`config.mk`:
```
export PLATFORM = sky130hd
export DESIGN_NAME = spm_queue
export DESIGN_NICKNAME = d
export VERILOG_FILES = /design/src/stereo_pan_mixer_defines.svh /design/src/spm_pkg.sv /design/src/spm_queue.sv
export SDC_FILE = /design/constraint.sdc
export NUM_CORES = 1
export LEC_CHECK = 0
export ABC_AREA = 0
export BUFFER_PORTS_ARGS = -buffer_cell sky130_fd_sc_hd__buf_2
export CORE_MARGIN = 3
export CORE_UTILIZATION = 40
export DETAILED_ROUTE_END_ITERATION = 10
export SYNTH_ARGS = -nofsm -noshare
export SYNTH_HDL_FRONTEND = slang
export SYNTH_SLANG_ARGS = --single-unit
```
`constraint.sdc`:
```
create_clock -name clk -period 1.5 [get_ports clk]
set_input_delay 0 -clock clk [delete_from_list [all_inputs] [get_ports clk]]
set_output_delay 0 -clock clk [all_outputs]
set_load 0.02 [all_outputs]
```
`src/stereo_pan_mixer_defines.svh`:
```
// ----------------------------------------------------------------------------
// Stereo pan mixer assertion macros
// Shared property shapes for the mixer's concurrent checks.
// ----------------------------------------------------------------------------
`ifndef STEREO_PAN_MIXER_DEFINES_SVH
`define STEREO_PAN_MIXER_DEFINES_SVH

// Same-cycle implication, sampled on clk, off while arst_n is low.
`define SPM_ASSERT_IMP(label, ante, cons, msg) \
	label: assert property (@(posedge clk) disable iff (!arst_n) (ante) |-> (cons)) \
		else $error(msg);

// Next-cycle implication, sampled on clk, off while arst_n is low.
`define SPM_ASSERT_NXT(label, ante, cons, msg) \
	label: assert property (@(posedge clk) disable iff (!arst_n) (ante) |=> (cons)) \
		else $error(msg);

`endif

```
`src/spm_pkg.sv`:
```
// ----------------------------------------------------------------------------
// Stereo pan mixer package
// Shared widths, register codes, item types and the sine table generator.
// ----------------------------------------------------------------------------
package spm_pkg;

	localparam int CHAN_SLOTS         = 4;
	localparam int NUM_CHANNELS_DEF   = 4;
	localparam int SINE_DEPTH_DEF     = 256;
	localparam int QUEUE_DEPTH        = 2;

	localparam int SMP_W    = 16;
	localparam int VOL_W    = 17;
	localparam int PAN_W    = 16;
	localparam int SET_W    = 34;
	localparam int CFG_IDX_W = 8;
	localparam int ACC_W    = 52;

	localparam logic [VOL_W-1:0] VOL_MAX    = 17'd65536;
	localparam logic [VOL_W-1:0] VOL_SILENT = 17'd3;
	localparam logic [PAN_W-1:0] PAN_MAX    = 16'd32768;
	localparam logic [13:0]      XTALK_Q15  = 14'd3277;
	localparam logic [SET_W-1:0] SET_RESET  = 34'h2_8000_8000;

	localparam logic [63:0] ONE_Q30     = 64'd1073741824;
	localparam logic [63:0] HALF_PI_Q30 = 64'd1686629713;

	typedef enum logic [CFG_IDX_W-1:0] {
		CFG_CHAN0 = 8'd0,
		CFG_CHAN1 = 8'd1,
		CFG_CHAN2 = 8'd2,
		CFG_CHAN3 = 8'd3,
		CFG_MODE  = 8'd4
	} cfg_idx_t;

	typedef enum logic {
		MODE_STEREO = 1'b0,
		MODE_MONO   = 1'b1
	} mode_t;

	typedef struct packed {
		logic                     active;
		logic [VOL_W-1:0]         vol;
		logic [PAN_W-1:0]         pan;
		logic signed [SMP_W-1:0]  left;
		logic signed [SMP_W-1:0]  right;
	} lane_t;

	typedef struct packed {
		logic empty;
		logic full;
	} q_stat_t;

	typedef struct packed {
		logic busy;
		logic mono;
	} back_stat_t;

	// Sine of a Q30 angle in Q15, rounded, from a Horner-form Taylor series.
	function automatic logic [15:0] sine_q15(input logic [63:0] x);
		logic [63:0] x2;
		logic [63:0] t;
		logic [63:0] s;
		logic [63:0] r;
		x2 = (x * x) >> 30;
		t = ONE_Q30;
		t = ONE_Q30 - ((x2 * t) >> 30) / 64'd156;
		t = ONE_Q30 - ((x2 * t) >> 30) / 64'd110;
		t = ONE_Q30 - ((x2 * t) >> 30) / 64'd72;
		t = ONE_Q30 - ((x2 * t) >> 30) / 64'd42;
		t = ONE_Q30 - ((x2 * t) >> 30) / 64'd20;
		t = ONE_Q30 - ((x2 * t) >> 30) / 64'd6;
		s = (x * t) >> 30;
		r = (s + 64'd16384) >> 15;
		if (r > 64'd32768) begin
			r = 64'd32768;
		end
		return r[15:0];
	endfunction

endpackage

```
`src/spm_queue.sv`:
```
// ----------------------------------------------------------------------------
// Stereo pan mixer item queue
// Short FIFO between the front end and the mixing pipeline.
// ----------------------------------------------------------------------------
module spm_queue #(
	parameter int DATA_W = 8,
	parameter int DEPTH  = spm_pkg::QUEUE_DEPTH
) (
	input  logic              clk,
	input  logic              arst_n,
	input  logic              push,
	input  logic [DATA_W-1:0] push_data,
	input  logic              pop,
	output logic [DATA_W-1:0] pop_data,
	output spm_pkg::q_stat_t  q_stat
);

	localparam int PTR_W = (DEPTH > 1) ? $clog2(DEPTH) : 1;
	localparam int CNT_W = $clog2(DEPTH + 1);

	logic [DATA_W-1:0] mem_q [DEPTH];
	logic [PTR_W-1:0]  wr_ptr_q;
	logic [PTR_W-1:0]  rd_ptr_q;
	logic [CNT_W-1:0]  count_q;

	always_ff @(posedge clk) begin
		if (push) begin
			mem_q[wr_ptr_q] <= push_data;
		end
	end

	always_ff @(posedge clk or negedge arst_n) begin
		if (!arst_n) begin
			wr_ptr_q <= '0;
			rd_ptr_q <= '0;
			count_q  <= '0;
		end else begin
			if (push) begin
				wr_ptr_q <= (wr_ptr_q == PTR_W'(DEPTH - 1)) ? '0 : wr_ptr_q + 1'b1;
			end
			if (pop) begin
				rd_ptr_q <= (rd_ptr_q == PTR_W'(DEPTH - 1)) ? '0 : rd_ptr_q + 1'b1;
			end
			if (push && !pop) begin
				count_q <= count_q + 1'b1;
			end else if (pop && !push) begin
				count_q <= count_q - 1'b1;
			end
		end
	end

	assign pop_data     = mem_q[rd_ptr_q];
	assign q_stat.empty = (count_q == '0);
	assign q_stat.full  = (count_q == CNT_W'(DEPTH));

endmodule

```
==> out/qor.yml <==
finalSetupTns_ns: 0
drtPass1Iterations: 1
vias: 449
setup.worst_path.start_class: "flop"
diodes: 0
drtAntennaViolNets: 0
multiInputGateArea_sq_um: 175
syn_avg_cell_area_sq_um: 18.8
power.leakage_nw: 0.426
r2r_start: "wr_ptr_q"
drive_gt1_frac: 0.455
worstSetupStartpoint: "rd_ptr_q"
drc: 0
htree_levels: 1
setup_viol_count_final: 0
fin_crit_ns: 1.31
yosysSeqAreaShare: 0.753
ys_ff_latch: 20
area_growth_pct: 35.1
status: "finished clean"
viasPerCell: 4.40
grt_use_total: 0.116
synth_nets: 54
max-cap-violations: 0
post_synth_mux_area_share: 0.117
io_pins: 22
arrival_ns: 1.31
post-route-period-util: 0.876
fin_nets: 91
synth_fa_ha_area_frac: 0.0162
die_y_um: 49.9
clk_pin_slew_ns: 0.11
reg2regPathDepth: 1
grt_max_degree: 12
final_core_util: 0.590
skew_ns: 0.000767
die_w_um: 49.9
synth_cell_types: 12
cts_tree: "yes"
hp-class: "in2async"
place_hpwl_um: 861
rows: 15
place.port_buffers: 21
crit_type: "reg2out"
synthXorXnorAreaFrac: 0.0568
seq_area_sq_um: 582
p_per_area_mw_per_mm2: 1630
final_common_cell: "buf_2"
vdd_drop_max_mv: 0.899
antenna_found_initial: 0
drt_iter0_drc: 0
routabilityCongestion: 0.659
coreArea_sq_mm: 0.00176
synth-simple-area-share: 0.0373
crit_fanout: 9
grt.overflow.total: 0
rsz0062_at_grt: "no"
synth_cells: 41
grt_pass1_vias: 468
start_util: 0.437
yosys_warnings: 0
cts_setup_buffers: 0
grt_pass1_wl_um: 2170
root_buffer: "clkbuf_4"
layout_common_cells: "21 x buf_2, 16 x edfxtp_1, 11 x dlygate4sd3_1"
max-slew-margin-rel: 0.764
hold_viol: 0
die_area_sq_mm: 0.00249
drv_slew: 0
synth_area_sq_um: 771
required_ns: 1.50
cp-end-kind: "output port"
synth_top_family_by_area: "multiplexers"
wl_per_cell_um: 12.9
holdWs_ns: 0.0340
fillers: 149
clk_latency_ns: 0.29
synth_compound_area_frac: 0
clk_path_buf_depth: 2
tightest_slew_ns: 0.354
cts_inserted_buffers: 3
wl_um: 1310
fmax_ghz: 0.761
cts.sinks: 20
## routing by layer
metal | GRT usage | vias up | wire length (um)
li1 | - | 223 | -
met1 | 0.149 | 212 | 612
met2 | 0.198 | 14 | 647
met3 | 0.0332 | 0 | 54
met4 | 0.0138 | 0 | 0
met5 | 0 | - | 0
## through the flow
| stage | instances | total power, mW | instance area, sq um | setup WS, ns |
|---|---|---|---|---|
| 6_report | 102 | 1.70 | 1040 | 0.186 |
| 5_1_grt | 102 | 1.81 | 1040 | 0.118 |
| 4_1_cts | 102 | 1.72 | 1040 | 0.0440 |
| 3_5_place_dp | 87 | 1.44 | 903 | 0.389 |
| 3_3_place_gp | 87 | 1.42 | 903 | 0.408 |
| 2_1_floorplan | 41 | 1.27 | 771 | 0.338 |
## synth_stat cells
| cell type | instances | share of area |
|---|---|---|
| nor2_1 | 2 | 0.0097 |
| ha_1 | 1 | 0.016 |
| mux2_2 | 8 | 0.12 |
| and2_1 | 1 | 0.0081 |
| nor2b_1 | 1 | 0.0081 |
| edfxtp_1 | 16 | 0.62 |
| dfrtp_1 | 4 | 0.13 |
| buf_6 | 1 | 0.015 |
| xnor2_1 | 1 | 0.011 |
| inv_1 | 1 | 0.0049 |
| and2b_2 | 1 | 0.011 |
| xor2_1 | 4 | 0.045 |
## worst max-delay path, stage by stage (launching register included)
cell	delay, ns
dfrtp_2	0.50
mux2_2	0.36
buf_2	0.16
## flip-flops by register name (all words and copies together) (netlist names)
signal,cells
rd_ptr_q,1
mem_q,16
wr_ptr_q,1
count_q,2
## layout make-up
class                      count  share of cell area
sequential                    20               0.559
timing repair buffer          33               0.214
multi-input combinational     19               0.168
tap                           25              0.0300
clock buffer                   3              0.0216
clock inverter                 1             0.00361
inverter                       1             0.00361
## cells by family after synthesis
logic type / Yosys count
xor+xnor: 5
fa+ha+maj: 1
buf+inv: 2
flops: 20
mux: 8
simple gates: 5
## power by group
group / internal (mW) / leakage [nW] / switching (mW) / total [mW]
Sequential: 0.757 / 0.196 / 0.107 / 0.863
Combinational: 0.273 / 0.215 / 0.311 / 0.584
Clock: 0.0966 / 0.0154 / 0.156 / 0.252
## path summary, 6_finish.rpt
kind	to	slack [ns]
worst max-delay path	pop_data[0]	0.19
worst min-delay path	count_q[0]	0.03
worst max register to register	mem_q[1][5]	0.42
worst min register to register	count_q[1]	0.50
max in group asynchronous	rd_ptr_q	1.33
min in group clk	rd_ptr_q	0.42
## repair_timing
action | 4_1_cts | 5_1_grt
endpoints found under the setup margin | 0 | 4
endpoints found under the hold margin | 22 | 0
hold buffers | 11 | 0
gates resized for setup | 0 | 1
(Power assumes the default switching activity.)
