===== src/stereo_pan_mixer_defines.svh =====
// ----------------------------------------------------------------------------
// Stereo pan mixer assertion macros
// Shared property shapes for the mixer's concurrent checks.
// ----------------------------------------------------------------------------
`ifndef STEREO_PAN_MIXER_DEFINES_SVH
`define STEREO_PAN_MIXER_DEFINES_SVH

// Same-cycle implication, sampled on clk, off while arst_n is low.
`define SPM_ASSERT_IMP(label, ante, cons, msg) \
	label: assert property (@(posedge clk) disable iff (!arst_n) (ante) |-> (cons)) \
		else $error(msg);

// Next-cycle implication, sampled on clk, off while arst_n is low.
`define SPM_ASSERT_NXT(label, ante, cons, msg) \
	label: assert property (@(posedge clk) disable iff (!arst_n) (ante) |=> (cons)) \
		else $error(msg);

`endif


===== src/spm_pkg.sv =====
// ----------------------------------------------------------------------------
// Stereo pan mixer package
// Shared widths, register codes, item types and the sine table generator.
// ----------------------------------------------------------------------------
package spm_pkg;

	localparam int CHAN_SLOTS         = 4;
	localparam int NUM_CHANNELS_DEF   = 4;
	localparam int SINE_DEPTH_DEF     = 256;
	localparam int QUEUE_DEPTH        = 2;

	localparam int SMP_W    = 16;
	localparam int VOL_W    = 17;
	localparam int PAN_W    = 16;
	localparam int SET_W    = 34;
	localparam int CFG_IDX_W = 8;
	localparam int ACC_W    = 52;

	localparam logic [VOL_W-1:0] VOL_MAX    = 17'd65536;
	localparam logic [VOL_W-1:0] VOL_SILENT = 17'd3;
	localparam logic [PAN_W-1:0] PAN_MAX    = 16'd32768;
	localparam logic [13:0]      XTALK_Q15  = 14'd3277;
	localparam logic [SET_W-1:0] SET_RESET  = 34'h2_8000_8000;

	localparam logic [63:0] ONE_Q30     = 64'd1073741824;
	localparam logic [63:0] HALF_PI_Q30 = 64'd1686629713;

	typedef enum logic [CFG_IDX_W-1:0] {
		CFG_CHAN0 = 8'd0,
		CFG_CHAN1 = 8'd1,
		CFG_CHAN2 = 8'd2,
		CFG_CHAN3 = 8'd3,
		CFG_MODE  = 8'd4
	} cfg_idx_t;

	typedef enum logic {
		MODE_STEREO = 1'b0,
		MODE_MONO   = 1'b1
	} mode_t;

	typedef struct packed {
		logic                     active;
		logic [VOL_W-1:0]         vol;
		logic [PAN_W-1:0]         pan;
		logic signed [SMP_W-1:0]  left;
		logic signed [SMP_W-1:0]  right;
	} lane_t;

	typedef struct packed {
		logic empty;
		logic full;
	} q_stat_t;

	typedef struct packed {
		logic busy;
		logic mono;
	} back_stat_t;

	// Sine of a Q30 angle in Q15, rounded, from a Horner-form Taylor series.
	function automatic logic [15:0] sine_q15(input logic [63:0] x);
		logic [63:0] x2;
		logic [63:0] t;
		logic [63:0] s;
		logic [63:0] r;
		x2 = (x * x) >> 30;
		t = ONE_Q30;
		t = ONE_Q30 - ((x2 * t) >> 30) / 64'd156;
		t = ONE_Q30 - ((x2 * t) >> 30) / 64'd110;
		t = ONE_Q30 - ((x2 * t) >> 30) / 64'd72;
		t = ONE_Q30 - ((x2 * t) >> 30) / 64'd42;
		t = ONE_Q30 - ((x2 * t) >> 30) / 64'd20;
		t = ONE_Q30 - ((x2 * t) >> 30) / 64'd6;
		s = (x * t) >> 30;
		r = (s + 64'd16384) >> 15;
		if (r > 64'd32768) begin
			r = 64'd32768;
		end
		return r[15:0];
	endfunction

endpackage


===== src/spm_front.sv =====
// ----------------------------------------------------------------------------
// Stereo pan mixer front end
// Accepts frames, clamps each channel's volume and pan and marks whether it is active.
// ----------------------------------------------------------------------------
module spm_front #(
	parameter int NUM_CHANNELS = spm_pkg::NUM_CHANNELS_DEF,
	parameter int DATA_W       = NUM_CHANNELS * $bits(spm_pkg::lane_t) + 2
) (
	input  logic                              in_valid,
	output logic                              in_ready,
	input  logic [spm_pkg::SET_W-1:0]         chan_set [spm_pkg::CHAN_SLOTS],
	input  spm_pkg::mode_t                    mode,
	input  logic signed [spm_pkg::SMP_W-1:0]  smp_left [spm_pkg::CHAN_SLOTS],
	input  logic signed [spm_pkg::SMP_W-1:0]  smp_right [spm_pkg::CHAN_SLOTS],
	input  logic                              block_end_in,
	input  spm_pkg::q_stat_t                  q_stat,
	output logic                              push,
	output logic [DATA_W-1:0]                 push_data
);

	spm_pkg::lane_t [NUM_CHANNELS-1:0] lanes;
	logic [spm_pkg::VOL_W-1:0] vol_raw [NUM_CHANNELS];
	logic [spm_pkg::PAN_W-1:0] pan_raw [NUM_CHANNELS];

	always_comb begin
		for (int c = 0; c < NUM_CHANNELS; c++) begin
			vol_raw[c] = chan_set[c][16:0];
			pan_raw[c] = chan_set[c][32:17];
			lanes[c].vol = (vol_raw[c] > spm_pkg::VOL_MAX) ? spm_pkg::VOL_MAX : vol_raw[c];
			lanes[c].pan = (pan_raw[c] > spm_pkg::PAN_MAX) ? spm_pkg::PAN_MAX : pan_raw[c];
			lanes[c].active = !chan_set[c][33] && (lanes[c].vol > spm_pkg::VOL_SILENT);
			lanes[c].left = smp_left[c];
			lanes[c].right = smp_right[c];
		end
	end

	assign in_ready  = !q_stat.full;
	assign push      = in_valid && in_ready;
	assign push_data = {block_end_in, mode, lanes};

endmodule


===== config.mk =====
export PLATFORM = sky130hd
export DESIGN_NAME = spm_front
export DESIGN_NICKNAME = d
export VERILOG_FILES = /design/src/stereo_pan_mixer_defines.svh /design/src/spm_pkg.sv /design/src/spm_front.sv
export SDC_FILE = /design/constraint.sdc
export NUM_CORES = 1
export LEC_CHECK = 0
export ABC_AREA = 1
export BUFFER_PORTS_ARGS = -buffer_cell sky130_fd_sc_hd__clkbuf_2
export CORE_AREA = 2 2 211 213
export DETAILED_ROUTE_END_ITERATION = 16
export DIE_AREA = 0 0 213 215
export PLACE_DENSITY = 0.3
export REMOVE_ABC_BUFFERS = 1
export SLEW_MARGIN = 20
export SYNTH_ARGS = -nofsm -noshare
export SYNTH_HDL_FRONTEND = slang
export SYNTH_SLANG_ARGS = --single-unit

===== constraint.sdc =====
create_clock -name vclk -period 3
set_clock_uncertainty 0.15 [all_clocks]
set_input_delay 0.15 -clock vclk [all_inputs]
set_output_delay 0.15 -clock vclk [all_outputs]
set_load 0.01 [all_outputs]

==> results.sh <==
export IMPL_outcome="finished, final reports clean"
export IMPL_cts_hold_buf=0
export IMPL_rsz0062_at_grt="no"
export IMPL_yosys_area_top_type_share=0.390
export IMPL_layout_common_cells="clkbuf_2, nor2_1, inv_1, nand2_1, nand4_1"
export IMPL_seq_cell_count=0
export IMPL_cp_end_kind="primary output"
export IMPL_cp_arrival_ns=1.54
export IMPL_fin_cells=1224
export IMPL_start_util=0.0573
export IMPL_regArea_um2=0
export IMPL_irDropWorstVdd_mv=0.0376
export IMPL_clkPwrFrac=0
export IMPL_drtIter0Drc=191
export IMPL_critPathKind="in2out"
export IMPL_syn_area_per_cell_um2=5.02
export IMPL_synth_yosys_warnings=0
export IMPL_setup_worst_path_start_class="input pin"
export IMPL_syn_cell_area_mm2=0.00250
export IMPL_grt_overflow_total=0
export IMPL_die_area_mm2=0.0458
export IMPL_num_rows=77
export IMPL_max_cap_viol_count=0
export IMPL_yosysUniqueCellTypes=20
export IMPL_hpwlAfterDp_um=32000
export IMPL_grt_pass1_vias=3138
export IMPL_setup_viol=0
export IMPL_pwr_share_comb=1.000
export IMPL_grtUsageTotal=0.138
export IMPL_finalHoldViolations=0
export IMPL_power_net_switching_uw=235
export IMPL_drc=0
export IMPL_cp_max_fo=16
export IMPL_placed_cell_area_mm2=0.00360
export IMPL_grt_max_degree=17
export IMPL_switching_share=0.575
export IMPL_coreArea_mm2=0.0436
export IMPL_die_h_um=215
export IMPL_worstPathRequired_ns=2.70
export IMPL_max_slew_worst_pin_slew_ns=0.643
export IMPL_synthTopCellsByArea="buf_4, nor2_1, inv_1, nand4_1, nand2_1"
export IMPL_min_from="smp_left[39]"
export IMPL_slew_viol_final=0
export IMPL_areaGrowthSynthToFinish_pct=43.9
export IMPL_pin_count=537
export IMPL_layout_nets=903
export IMPL_final_util=0.0825
export IMPL_setup_tns_ns=0
export IMPL_timing_final_crit_share=0.614
export IMPL_io_buffers=276
export IMPL_final_cell_area_mm2=0.00360
export IMPL_drive_above_1_share=0.446
export IMPL_wire_per_inst_um=27.6
export IMPL_fill_cells=5216
export IMPL_total_power_uw=409
export IMPL_antennaDiodeCount=0
export IMPL_min_path_cells=0
export IMPL_layout_commonest_cell="clkbuf_2"
export IMPL_routed_wl_um=33800
export IMPL_place_congestion=0.853
export IMPL_post_cts_resized=0
export IMPL_avgViaCountPerCell=2.87
export IMPL_synth_top_cell_by_area="buf_4"
export IMPL_cts_setup_buffers=0
export IMPL_grt_pass1_wl_um=39000
export IMPL_maxSlewHeadroom=0.570
export IMPL_clockBufferCount=0
export IMPL_antenna_found_initial=0
export IMPL_syn_inst=498
export IMPL_crit_start="chan_set[38]"
export IMPL_fmax_mhz=543
export IMPL_min_period_ns=1.84
export IMPL_power_leakage_uw=0.00228
export IMPL_powerDensity_mw_per_mm2=114
export IMPL_yosysSeqAreaShare=0
export IMPL_first_pass_iters=6
export IMPL_hold_path_class="in2out"
export IMPL_dp_cells=1224
export IMPL_fp_dieW_um=213
export IMPL_final_antenna_net_count=0
export IMPL_internal_power_uw=174
export IMPL_vias=3512
export IMPL_p_seq_frac=0
kinds of logic (layout without fill, tap and decap cells):
family | after synthesis | in the layout | share of synthesized area
AOI/OAI and AO/OA | 16 | 16 | 0.0475
buffers and inverters | 281 | 415 | 0.623
and+or+nand+nor | 201 | 201 | 0.329
layout make-up:
class                           count  area, um2  share of cell area
Inverter                          135        507               0.141
Multi-Input combinational cell    217        943               0.262
Tap cell                          592        741               0.206
Timing Repair Buffer              280       1410               0.392
through the flow:
step                      setup slack, ns  hold slack, ns
after floorplan                      1.54           0.150
after global placement               1.14           0.150
after detailed placement             1.13           0.150
after CTS                            1.13           0.150
after global routing                 1.02           0.150
final                                1.16           0.150
cells in the mapped netlist, types with 4 or more instances:
| master | count |
|---|---|
| nor4_1 | 9 |
| clkbuf_1 | 8 |
| buf_4 | 130 |
| nor3_1 | 5 |
| nand3_1 | 5 |
| nand4_1 | 14 |
| o21ai_0 | 4 |
| buf_2 | 7 |
| nor2_1 | 152 |
| inv_1 | 135 |
| nand2_1 | 16 |
power by group through the flow:
stage / sequential, uW / clock [uW] / combinational, uW
2_1_floorplan: 0 / 0 / 170
3_3_place_gp: 0 / 0 / 420
3_5_place_dp: 0 / 0 / 413
4_1_cts: 0 / 0 / 415
5_1_grt: 0 / 0 / 457
6_report: 0 / 0 / 409
worst max-delay path, cell delays in order:
cell and delay (ns):
clkbuf_2 0.14, nor2_1 0.11, nand2_1 0.08, nor2_1 0.11, nand2_1 0.06, nand2_1 0.17, inv_1 0.33, nor2_1 0.22
clkbuf_2 0.16
final timing paths:
kind,to
min,push_data[89]
max,push_data[189]
per-layer routing:
metal	routed length [um]	global-route usage	part of all wire
met2	14300	0.214	0.42
met1	6870	0.0799	0.20
met3	12400	0.235	0.37
met5	181	0.0291	0.0054
met4	22	0.000233	0.00065
Power figures use the tool's default switching activity.
